### src/rtl/lmnm_pkg.sv
package lmnm_pkg;

    // Field widths
    localparam int COORD_W   = 12;   // candidate point, whole pixels
    localparam int FRAC_W    = 4;    // fraction bits of the Q12.4 query
    localparam int QCOORD_W  = COORD_W + FRAC_W;
    localparam int NUM_LANES = 3;    // left eye, right eye, mouth
    localparam int NUM_REGS  = 2 * NUM_LANES;
    localparam int CFG_IDX_W = $clog2(NUM_REGS);

    // Distance arithmetic
    localparam int SQ_W      = 2 * QCOORD_W;          // one squared difference
    localparam int VAL_W     = SQ_W + 2;              // sum of two squares, even width
    localparam int ROOT_W    = VAL_W / 2;             // integer root width
    localparam int REM_W     = ROOT_W + 3;            // partial remainder width
    localparam int ITER_W    = $clog2(ROOT_W);
    localparam int DIST_W    = 21;                    // sum of three roots
    localparam logic [DIST_W-1:0] INIT_BOUND = DIST_W'(1599984);

    // Search bookkeeping
    localparam int MAX_CANDIDATES = 65536;
    localparam int IDX_W          = 16;
    localparam logic [IDX_W-1:0] IDX_LAST = IDX_W'(MAX_CANDIDATES - 1);

    // Stream payload widths
    localparam int IN_DATA_W  = ((2 * NUM_LANES * COORD_W + 7) / 8) * 8;
    localparam int OUT_BITS   = 1 + IDX_W + DIST_W;
    localparam int OUT_DATA_W = ((OUT_BITS + 7) / 8) * 8;

    // Configuration register indexes
    localparam logic [CFG_IDX_W-1:0] REG_LE_X = CFG_IDX_W'(0);
    localparam logic [CFG_IDX_W-1:0] REG_LE_Y = CFG_IDX_W'(1);
    localparam logic [CFG_IDX_W-1:0] REG_RE_X = CFG_IDX_W'(2);
    localparam logic [CFG_IDX_W-1:0] REG_RE_Y = CFG_IDX_W'(3);
    localparam logic [CFG_IDX_W-1:0] REG_MO_X = CFG_IDX_W'(4);
    localparam logic [CFG_IDX_W-1:0] REG_MO_Y = CFG_IDX_W'(5);

    localparam logic [CFG_IDX_W-1:0] LANE_QX_REG [NUM_LANES] = '{REG_LE_X, REG_RE_X, REG_MO_X};
    localparam logic [CFG_IDX_W-1:0] LANE_QY_REG [NUM_LANES] = '{REG_LE_Y, REG_RE_Y, REG_MO_Y};

    typedef logic [COORD_W-1:0]  t_coord;
    typedef logic [QCOORD_W-1:0] t_qcoord;
    typedef logic [ROOT_W-1:0]   t_root;

    // Request from the top level to one lane
    typedef struct packed {
        logic    start;
        t_qcoord qx;
        t_qcoord qy;
        t_coord  cx;
        t_coord  cy;
    } t_lane_req;

    // Status from one lane back to the top level
    typedef struct packed {
        logic  done;
        t_root root;
    } t_lane_status;

    // Absolute difference of a query coordinate and a widened candidate coordinate
    function automatic t_qcoord abs_diff(input t_qcoord q, input t_coord c);
        t_qcoord cw;
        cw = {c, {FRAC_W{1'b0}}};
        return (q >= cw) ? (q - cw) : (cw - q);
    endfunction

endpackage

### src/rtl/lmnm_lane.sv
module lmnm_lane (
    input  logic                  i_clk,
    input  logic                  i_rst_n,
    input  lmnm_pkg::t_lane_req    i_req,
    output lmnm_pkg::t_lane_status o_status
);
    import lmnm_pkg::*;

    typedef enum logic [1:0] {L_IDLE, L_MUL, L_SUM, L_ROOT} t_lstate;

    t_lstate             r_state;
    logic                r_done;
    logic [ITER_W-1:0]   r_iter;
    t_qcoord             r_dx;
    t_qcoord             r_dy;
    logic [SQ_W-1:0]     r_sqx;
    logic [SQ_W-1:0]     r_sqy;
    logic [VAL_W-1:0]    r_val;
    logic [REM_W-1:0]    r_rem;
    t_root               r_root;

    logic [REM_W-1:0]    n_rem_shift;
    logic [REM_W-1:0]    n_trial;
    logic                n_take;

    // One digit of the restoring square root: bring down two bits, try 4q+1.
    assign n_rem_shift = {r_rem[REM_W-3:0], r_val[VAL_W-1 -: 2]};
    assign n_trial     = {1'b0, r_root, 2'b01};
    assign n_take      = (n_rem_shift >= n_trial);

    // Sequencer: difference, square, sum, then one root digit per cycle.
    always_ff @(posedge i_clk) begin
        if (!i_rst_n) begin
            r_state <= L_IDLE;
            r_done  <= 1'b0;
            r_iter  <= '0;
        end else begin
            r_done <= 1'b0;
            unique case (r_state)
                L_IDLE: begin
                    if (i_req.start) begin
                        r_dx    <= abs_diff(i_req.qx, i_req.cx);
                        r_dy    <= abs_diff(i_req.qy, i_req.cy);
                        r_state <= L_MUL;
                    end
                end
                L_MUL: begin
                    r_sqx   <= SQ_W'(r_dx) * SQ_W'(r_dx);
                    r_sqy   <= SQ_W'(r_dy) * SQ_W'(r_dy);
                    r_state <= L_SUM;
                end
                L_SUM: begin
                    r_val   <= VAL_W'(r_sqx) + VAL_W'(r_sqy);
                    r_rem   <= '0;
                    r_root  <= '0;
                    r_iter  <= '0;
                    r_state <= L_ROOT;
                end
                L_ROOT: begin
                    r_val  <= {r_val[VAL_W-3:0], 2'b00};
                    r_rem  <= n_take ? (n_rem_shift - n_trial) : n_rem_shift;
                    r_root <= {r_root[ROOT_W-2:0], n_take};
                    r_iter <= r_iter + ITER_W'(1);
                    if (r_iter == ITER_W'(ROOT_W - 1)) begin
                        r_done  <= 1'b1;
                        r_state <= L_IDLE;
                    end
                end
                default: r_state <= L_IDLE;
            endcase
        end
    end

    assign o_status.done = r_done;
    assign o_status.root = r_root;

endmodule

### src/rtl/lmnm_merge.sv
module lmnm_merge (
    input  logic                               i_clk,
    input  logic                               i_rst_n,
    input  logic                               i_step,
    input  logic                               i_last,
    input  lmnm_pkg::t_root                    i_roots [lmnm_pkg::NUM_LANES],
    output logic                               o_tvalid,
    input  logic                               i_tready,
    // Fields from bit 0 up: match_found, best_index, best_distance, zero fill
    output logic [lmnm_pkg::OUT_DATA_W-1:0]    o_tdata
);
    import lmnm_pkg::*;

    logic [DIST_W-1:0] r_best_dist;
    logic [IDX_W-1:0]  r_best_idx;
    logic [IDX_W-1:0]  r_count;
    logic              r_any;
    logic              r_out_valid;
    logic [DIST_W-1:0] r_out_dist;
    logic [IDX_W-1:0]  r_out_idx;
    logic              r_out_match;

    logic [DIST_W-1:0] n_sum;
    logic              n_better;
    logic [DIST_W-1:0] n_best_dist;
    logic [IDX_W-1:0]  n_best_idx;
    logic              n_any;

    // Add the three lane distances and compare with the running minimum.
    always_comb begin
        n_sum = '0;
        for (int l = 0; l < NUM_LANES; l++) begin
            n_sum = n_sum + DIST_W'(i_roots[l]);
        end
        n_better    = (n_sum < r_best_dist);
        n_best_dist = n_better ? n_sum   : r_best_dist;
        n_best_idx  = n_better ? r_count : r_best_idx;
        n_any       = n_better | r_any;
    end

    // Search state and output register.
    always_ff @(posedge i_clk) begin
        if (!i_rst_n) begin
            r_best_dist <= INIT_BOUND;
            r_best_idx  <= '0;
            r_count     <= '0;
            r_any       <= 1'b0;
            r_out_valid <= 1'b0;
        end else begin
            if (i_step && i_last) begin
                r_out_valid <= 1'b1;
            end else if (r_out_valid && i_tready) begin
                r_out_valid <= 1'b0;
            end
            if (i_step) begin
                if (i_last) begin
                    r_out_dist  <= n_best_dist;
                    r_out_idx   <= n_best_idx;
                    r_out_match <= n_any;
                    r_best_dist <= INIT_BOUND;
                    r_best_idx  <= '0;
                    r_count     <= '0;
                    r_any       <= 1'b0;
                end else begin
                    r_best_dist <= n_best_dist;
                    r_best_idx  <= n_best_idx;
                    r_any       <= n_any;
                    r_count     <= (r_count == IDX_LAST) ? '0 : r_count + IDX_W'(1);
                end
            end
        end
    end

    assign o_tvalid = r_out_valid;
    assign o_tdata  = OUT_DATA_W'({r_out_dist, r_out_idx, r_out_match});

endmodule

### src/rtl/landmark_nearest_match.sv
// Each candidate passes through difference, square and sum, then 17 bit-serial root steps in
// each lane; the control then sees the lanes finish and merges, and a last candidate's merge
// waits until m_axis is free. A new candidate is taken only once the previous one is merged.
// A result waits in the output register while the next candidate is taken.
// Reset (i_rst_n low at a clock edge) returns the search to its initial bound, drops any
// waiting result and clears the query registers to zero.
module landmark_nearest_match (
    input  logic                                 i_clk,
    input  logic                                 i_rst_n,
    // Fields from bit 0 up: cand_left_eye_x, cand_left_eye_y, cand_right_eye_x,
    // cand_right_eye_y, cand_mouth_x, cand_mouth_y
    input  logic [lmnm_pkg::IN_DATA_W-1:0]       s_axis_tdata,
    input  logic                                 s_axis_tvalid,
    output logic                                 s_axis_tready,
    input  logic                                 s_axis_tlast,
    // Fields from bit 0 up: match_found, best_index, best_distance, zero fill
    output logic [lmnm_pkg::OUT_DATA_W-1:0]      m_axis_tdata,
    output logic                                 m_axis_tvalid,
    input  logic                                 m_axis_tready,
    input  logic                                 i_cfg_valid,
    output logic                                 o_cfg_ready,
    input  logic [lmnm_pkg::CFG_IDX_W-1:0]       i_cfg_index,
    input  logic [lmnm_pkg::QCOORD_W-1:0]        i_cfg_data
);
    import lmnm_pkg::*;

    typedef enum logic [1:0] {S_IDLE, S_RUN, S_MERGE} t_state;

    t_state        r_state;
    logic          r_last;
    t_qcoord       r_query [NUM_REGS];

    logic          in_xfer;
    logic          lanes_done;
    logic          out_free;
    logic          merge_step;
    t_lane_req     lane_req    [NUM_LANES];
    t_lane_status  lane_status [NUM_LANES];
    t_root         lane_roots  [NUM_LANES];

    assign o_cfg_ready   = 1'b1;
    assign s_axis_tready = (r_state == S_IDLE);
    assign in_xfer       = s_axis_tvalid && s_axis_tready;
    assign out_free      = !m_axis_tvalid || m_axis_tready;
    assign merge_step    = (r_state == S_MERGE) && (!r_last || out_free);

    // Query registers; indexes past the list are ignored.
    always_ff @(posedge i_clk) begin
        if (!i_rst_n) begin
            for (int r = 0; r < NUM_REGS; r++) begin
                r_query[r] <= '0;
            end
        end else if (i_cfg_valid && (i_cfg_index < CFG_IDX_W'(NUM_REGS))) begin
            r_query[i_cfg_index] <= i_cfg_data;
        end
    end

    // One lane per landmark.
    for (genvar g = 0; g < NUM_LANES; g++) begin : g_lane
        assign lane_req[g].start = in_xfer;
        assign lane_req[g].qx    = r_query[LANE_QX_REG[g]];
        assign lane_req[g].qy    = r_query[LANE_QY_REG[g]];
        assign lane_req[g].cx    = s_axis_tdata[(2*g)*COORD_W +: COORD_W];
        assign lane_req[g].cy    = s_axis_tdata[(2*g+1)*COORD_W +: COORD_W];
        assign lane_roots[g]     = lane_status[g].root;

        lmnm_lane u_lane (
            .i_clk    (i_clk),
            .i_rst_n  (i_rst_n),
            .i_req    (lane_req[g]),
            .o_status (lane_status[g])
        );
    end

    assign lanes_done = lane_status[0].done;

    // Item control: take a candidate, wait for the lanes, merge.
    always_ff @(posedge i_clk) begin
        if (!i_rst_n) begin
            r_state <= S_IDLE;
            r_last  <= 1'b0;
        end else begin
            unique case (r_state)
                S_IDLE: begin
                    if (in_xfer) begin
                        r_last  <= s_axis_tlast;
                        r_state <= S_RUN;
                    end
                end
                S_RUN: begin
                    if (lanes_done) begin
                        r_state <= S_MERGE;
                    end
                end
                S_MERGE: begin
                    if (merge_step) begin
                        r_state <= S_IDLE;
                    end
                end
                default: r_state <= S_IDLE;
            endcase
        end
    end

    lmnm_merge u_merge (
        .i_clk    (i_clk),
        .i_rst_n  (i_rst_n),
        .i_step   (merge_step),
        .i_last   (r_last),
        .i_roots  (lane_roots),
        .o_tvalid (m_axis_tvalid),
        .i_tready (m_axis_tready),
        .o_tdata  (m_axis_tdata)
    );

    // The lanes run in lockstep, so they finish together.
    a_lanes_lockstep: assert property (@(posedge i_clk) disable iff (!i_rst_n)
        (lane_status[0].done == lane_status[1].done) &&
        (lane_status[0].done == lane_status[2].done))
        else $error("lanes finished out of step");

    // Lanes report only while an item is in flight.
    a_done_in_run: assert property (@(posedge i_clk) disable iff (!i_rst_n)
        lanes_done |-> (r_state == S_RUN))
        else $error("lane finished with no item in flight");

    // A merged last candidate always presents a result next cycle.
    a_last_gives_result: assert property (@(posedge i_clk) disable iff (!i_rst_n)
        (merge_step && r_last) |=> m_axis_tvalid)
        else $error("last candidate merged without a result");

    // A transfer in starts the lanes.
    a_xfer_starts: assert property (@(posedge i_clk) disable iff (!i_rst_n)
        in_xfer |=> (r_state == S_RUN))
        else $error("accepted candidate did not start");

endmodule
### config.mk
export PLATFORM = sky130hd
export DESIGN_NAME = landmark_nearest_match
export DESIGN_NICKNAME = d
export VERILOG_FILES = /design/src/rtl/lmnm_pkg.sv /design/src/rtl/lmnm_lane.sv /design/src/rtl/lmnm_merge.sv /design/src/rtl/landmark_nearest_match.sv
export SDC_FILE = /design/constraint.sdc
export NUM_CORES = 2
export LEC_CHECK = 0
export BUFFER_PORTS_ARGS = -buffer_cell sky130_fd_sc_hd__buf_4
export CORE_ASPECT_RATIO = 2
export CORE_MARGIN = 10
export CORE_UTILIZATION = 60
export CTS_CLUSTER_DIAMETER = 30
export DETAILED_ROUTE_END_ITERATION = 10
export PLACE_DENSITY = 0.82
export SLEW_MARGIN = 10
export SYNTH_ARGS = -nofsm -noshare
export SYNTH_HDL_FRONTEND = slang
export SYNTH_HIERARCHICAL = 1
export SYNTH_SLANG_ARGS = --single-unit
### constraint.sdc
create_clock -name i_clk -period 6.8 [get_ports i_clk]
set_input_delay 0.34 -clock i_clk [delete_from_list [all_inputs] [get_ports i_clk]]
set_output_delay 0.34 -clock i_clk [all_outputs]
set_load 0.03 [all_outputs]
### Yosys cells after proc, flatten, opt, wreduce, memory -nomap -nowiden

Memory sizes are Yosys's and may differ from the RTL's.
Cells that the tools add are included.

* memories kept: 1
* register bits: 613
* output and inout bits: 43
* bits in writable memories: 96
* input bits: 97
* word-level logic and storage cells: 187

Memory list
* r_query: words 6, bits a word 16, read ports 6, clocked after memory_dff 0, wr ports 6, line landmark_nearest_match.sv:31 `t_qcoord r_query [NUM_REGS];`

* reductions and logical operators: 34
* multipliers: 6
* eq/ne operators: 24
* $lt $le $gt $ge: 11
* add/sub/neg operators: 24
* muxes and demuxes: 48
* bitwise operators: 1

Operator list (count)
* 34-bit one-hot mux with 2 select lines: 3
* 16-bit by 16-bit multiplier with 32-bit output: 6
* 16-bit subtractor: 12
* 16-bit two-way mux: 11
* 18-bit one-hot mux with 2 select lines: 3
* 17-bit one-hot mux with 2 select lines: 3
* 32-bit by 32-bit adder with 33-bit output: 3
* 16-bit greater-or-equal comparator: 6
* 20-bit by 19-bit greater-or-equal comparator with 1-bit output: 3
* 18-bit two-way mux: 3
* 18-bit subtractor: 3
* 21-bit two-way mux: 2
* 5-bit one-hot mux with 2 select lines: 3
* 2-bit one-hot mux with 4 select lines: 3
* 2-bit AND reduction: 11
* 21-bit less-than comparator: 1
* 18-bit by 17-bit adder with 19-bit output: 1
* 17-bit by 17-bit adder with 18-bit output: 1
* 16-bit by 1-bit adder with 16-bit output (second input constant): 1
* 16-bit equality test (second input constant): 1
* 16-bit OR reduction: 1
* 5-bit by 1-bit adder with 5-bit output (second input constant): 3
* 5-bit equality test (second input constant): 3
* 3-bit AND reduction: 5
* 15 further kinds: 56

### Depth between registers and ports, before layout

* word-level depth: 7
* gate-level depth with buffers: 24
* mapped depth without buffers: 23

### Hierarchy

Netlist, hierarchy kept.

Modules (own cells, without submodules)
* lmnm_lane (g_lane[0].u_lane): cells an instance 2737, instances 1, area an instance 25504.5 um^2
* lmnm_lane (g_lane[2].u_lane): cells an instance 2743, instances 1, area an instance 25415.6 um^2
* lmnm_lane (g_lane[1].u_lane): cells an instance 2686, instances 1, area an instance 25191.7 um^2
* lmnm_merge: cells an instance 515, instances 1, area an instance 5464.0 um^2
* landmark_nearest_match: cells an instance 257, instances 1, area an instance 4038.9 um^2

### Worst setup path after synthesis

Ideal clock, no wire load.

* path kind: reg-to-reg
* from: register g_lane[0].u_lane.r_dx[4]
* to: register g_lane[0].u_lane.r_sqx[27], data pin
* clock period less this slack: 6.366 ns
* arrival: 6.107 ns
* data required time: 6.541 ns
* path slack: 0.434 ns
* cell stages (with the launch flop): 23
* cells stage by stage: edfxtp_1 > clkbuf_1 > nand2_1 > inv_1 > fa_1 > inv_1 > fa_1 > inv_1 > fa_1 > fa_1 > fa_1 > inv_1 > fa_1 > inv_1 > ha_1 > a21oi_1 > o21ai_0 > a21o_1 > a2111oi_2 > a211oi_1 > or3_1 > a31oi_1 > xnor2_1

* cells in the longest elaborated chain, start to end: 1

Ends and longest elaborated chain
* start: declaration: line lmnm_lane.sv:14 `t_qcoord r_dx;`
* start signal: assignment: line lmnm_lane.sv:42 `r_dx <= abs_diff(i_req.qx, i_req.cx);`
* 16-bit by 16-bit multiplier with 32-bit output: line lmnm_lane.sv:48 `r_sqx <= SQ_W'(r_dx) * SQ_W'(r_dx);`
* end signal: assignment: line lmnm_lane.sv:48
* end: declaration: line lmnm_lane.sv:16 `logic [SQ_W-1:0] r_sqx;`

No other way between the ends.
A chain may end at the register's enable or synchronous reset.

### Worst setup path after layout

* from: register g_lane[0].u_lane.r_dx[3]
* to: register g_lane[0].u_lane.r_sqx[27], data pin

The elaborated chain is that of the path after synthesis.

==> metrics.log <==
INFO  metric via_count = 63,760
INFO  metric ant_nets = 0
INFO  metric areaGrowthSynthToFinish = 8.936%
INFO  metric grt.total_usage = 0.2773
INFO  metric die_y = 554 um
INFO  metric timing.final.crit_share = 0.9615
INFO  metric core-area = 142,200 um^2
INFO  metric avgSynthCellArea = 9.578 um^2
INFO  metric clock-skew-final = 0.03921 ns
INFO  metric final_period_minus_worst_setup_slack = 6.538 ns
INFO  metric final_layout_size_suffix_gt1_frac = 0.07724
INFO  metric viasPerCell = 5.757
INFO  metric netlist_area = 85,550 um^2
INFO  metric crit_arrival = 7.00 ns
INFO  metric cts.htree.levels = 3
INFO  metric finalMaxSlewViolations = 0
INFO  metric routed_length_per_instance = 19.78 um
INFO  metric totalWireLength = 219,100 um
INFO  metric top_level_ports = 140
INFO  metric cts_tree = built
INFO  metric vias_in_the_first_global_route = 69,470
INFO  metric dieWidth = 287 um
INFO  metric setup.worst_path.start_class = flop
INFO  metric cap_violations = 0
INFO  metric final_cell_count_no_fill = 11,080
INFO  metric fin_nets = 11,150
INFO  metric detailedRoute.firstPassIterationCount = 8
INFO  metric place.detailed.hpwl = 179,200 um
INFO  metric initialDrtViolationCount = 3,540
INFO  metric finalSetupViolCount = 0
INFO  metric critical_path.max_fanout = 13
INFO  metric filler_cell_count = 11,060
INFO  metric floorplan.initialDensity = 0.6014
INFO  metric finalWeightedCongestion = 1.011
INFO  metric antenna_found_initial = 5
INFO  metric warnings_synthesis = 6
INFO  metric path_class = flop to flop
INFO  metric grt_first_pass_wirelength = 352,800 um
INFO  metric numClockSinks = 703
INFO  metric status = completed
INFO  metric finalHoldViolCount = 0
INFO  metric later_pin_clock_latency_in_the_skew_report = 0.72 ns
INFO  metric clk_slew_on_worst_s_h_paths = 0.06 ns
INFO  metric total_clock_buffers_created_by_cts = 106
INFO  metric crit_required = 7.27 ns
INFO  metric design.die.area = 159,000 um^2
INFO  metric total_congestion_overflow = 0
INFO  metric core.rowCount = 196
INFO  metric clk_path_buf_depth = 3
INFO  metric worstHoldPathType = input port to flop
INFO  metric placed_cells = 10,810
INFO  metric worstMarginPinSlew = 1.209 ns
INFO  metric post_route_drc_violation_count = 0
INFO  metric synthCells = 8,932
INFO  metric clockRootBuffer = clkbuf_16
INFO  metric cp-end-kind = flop
INFO  metric largest_net_degree_at_the_start_of_global_routing = 80
INFO  metric fmax = 153.0 MHz
INFO  metric worst_slew_margin_rel = 0.1918
INFO  metric place.port_buffers = 136
through the flow:
| step | TNS, ns | instance area, um^2 | setup WS, ns | utilization | hold WS [ns] |
|---|---|---|---|---|---|
| floorplan | 0 | 85560 | 0.4341 | - | 0.4272 |
| global placement | 0 | 88720 | 0.2411 | 0.6237 | 0.4346 |
| detailed placement | 0 | 88720 | 0.2299 | 0.6237 | 0.4425 |
| CTS | 0 | 92830 | 0.2127 | 0.6526 | 0.1044 |
| global route | -0.005965 | 93190 | -0.002468 | 0.6552 | 0.1564 |
| finish | 0 | 93190 | 0.2620 | 0.6552 | 0.1486 |
metal layers:
layer  wire [um]  share of wire  global-route usage  up-vias
met1       72430           0.33              0.2684    31430
li1            -              -                   -    29480
met4       19090          0.087              0.2091        2
met5           8       0.000037                   0        -
met3        8927          0.041             0.03301      840
met2      118700           0.54              0.5253     2006
cell usage in the layout, fill, tap and decap left out, drive strengths merged, types with 55 or more instances in the layout:
cell type  instances
mux2              55
o21a              75
and2             282
inv             1895
edfxtp           623
a31oi             56
and3              56
xnor2            263
a21o             205
mux2i             65
fa              1000
ha               953
clkbuf           112
a21oi            389
nand2            761
nor2b            101
a211oi            57
buf              301
nor3              87
o21ai            334
nand3            122
xor2             161
nor2             508
dfxtp             80
flip-flops by register name (all words and copies together) (netlist names), 21 cells and up:
| name | count |
|---|---|
| u_merge/r_best_dist | 21 |
| g_lane.u_lane/r_root | 51 |
| g_lane.u_lane/r_rem | 54 |
| r_query | 96 |
| u_merge/r_out_dist | 21 |
| g_lane.u_lane/r_dx | 48 |
| g_lane.u_lane/r_sqx | 93 |
| g_lane.u_lane/r_sqy | 93 |
| g_lane.u_lane/r_val | 102 |
| g_lane.u_lane/r_dy | 48 |
worst max-delay path: stages (launching register included):
cell and delay, ns:
edfxtp_1 0.62, and2_1 0.27, fa_1 0.49, inv_1 0.05, fa_1 0.47, inv_1 0.05
fa_1 0.52, fa_1 0.44, fa_1 0.55, inv_1 0.06, fa_1 0.53, inv_1 0.05
ha_1 0.37, a21oi_1 0.17, o21ai_0 0.10, a21o_1 0.21, a2111oi_2 0.44, a211oi_1 0.17
or3_1 0.43, a31oi_1 0.21, xnor2_1 0.08
layout make-up:
class | instances | area [um^2] | area share
Timing Repair Buffer | 321 | 2472 | 0.02653
Antenna cell | 3 | 7.507 | 0.00008056
Tap cell | 1881 | 2354 | 0.02525
Sequential cell | 703 | 20310 | 0.2179
Inverter | 1854 | 6963 | 0.07472
Clock inverter | 89 | 1186 | 0.01273
Multi-Input combinational cell | 6113 | 57170 | 0.6135
Clock buffer | 112 | 2728 | 0.02927
repair_timing:
action / CTS / global route
gates resized for setup: 0 / 5
endpoints found under the setup margin: 0 / 19
hold endpoints to repair: 24 / 0
hold buffers: 20 / 0
setup buffers: 0 / 44
path summary, 6_finish.rpt:
| kind | start | slack, ns | to | cells after the start |
|---|---|---|---|---|
| setup / recovery | g_lane[0].u_lane/r_dx[3]$_DFFE_PP_ | 0.26 | g_lane[0].u_lane/r_sqx[27]$_DFFE_PP_ | 20 |
| hold / removal | s_axis_tdata[24] | 0.15 | g_lane[1].u_lane/r_dx[4]$_DFFE_PP_ | 3 |
| setup reg to reg | g_lane[0].u_lane/r_dx[3]$_DFFE_PP_ | 0.26 | g_lane[0].u_lane/r_sqx[27]$_DFFE_PP_ | 20 |
| hold reg to reg | u_merge/r_best_dist[19]$_SDFFE_PN1P_ | 0.46 | u_merge/r_best_dist[19]$_SDFFE_PN1P_ | 1 |
Power is not shown: default switching activity piles up to over one toggle a cycle in this logic, so the estimate is an artifact.
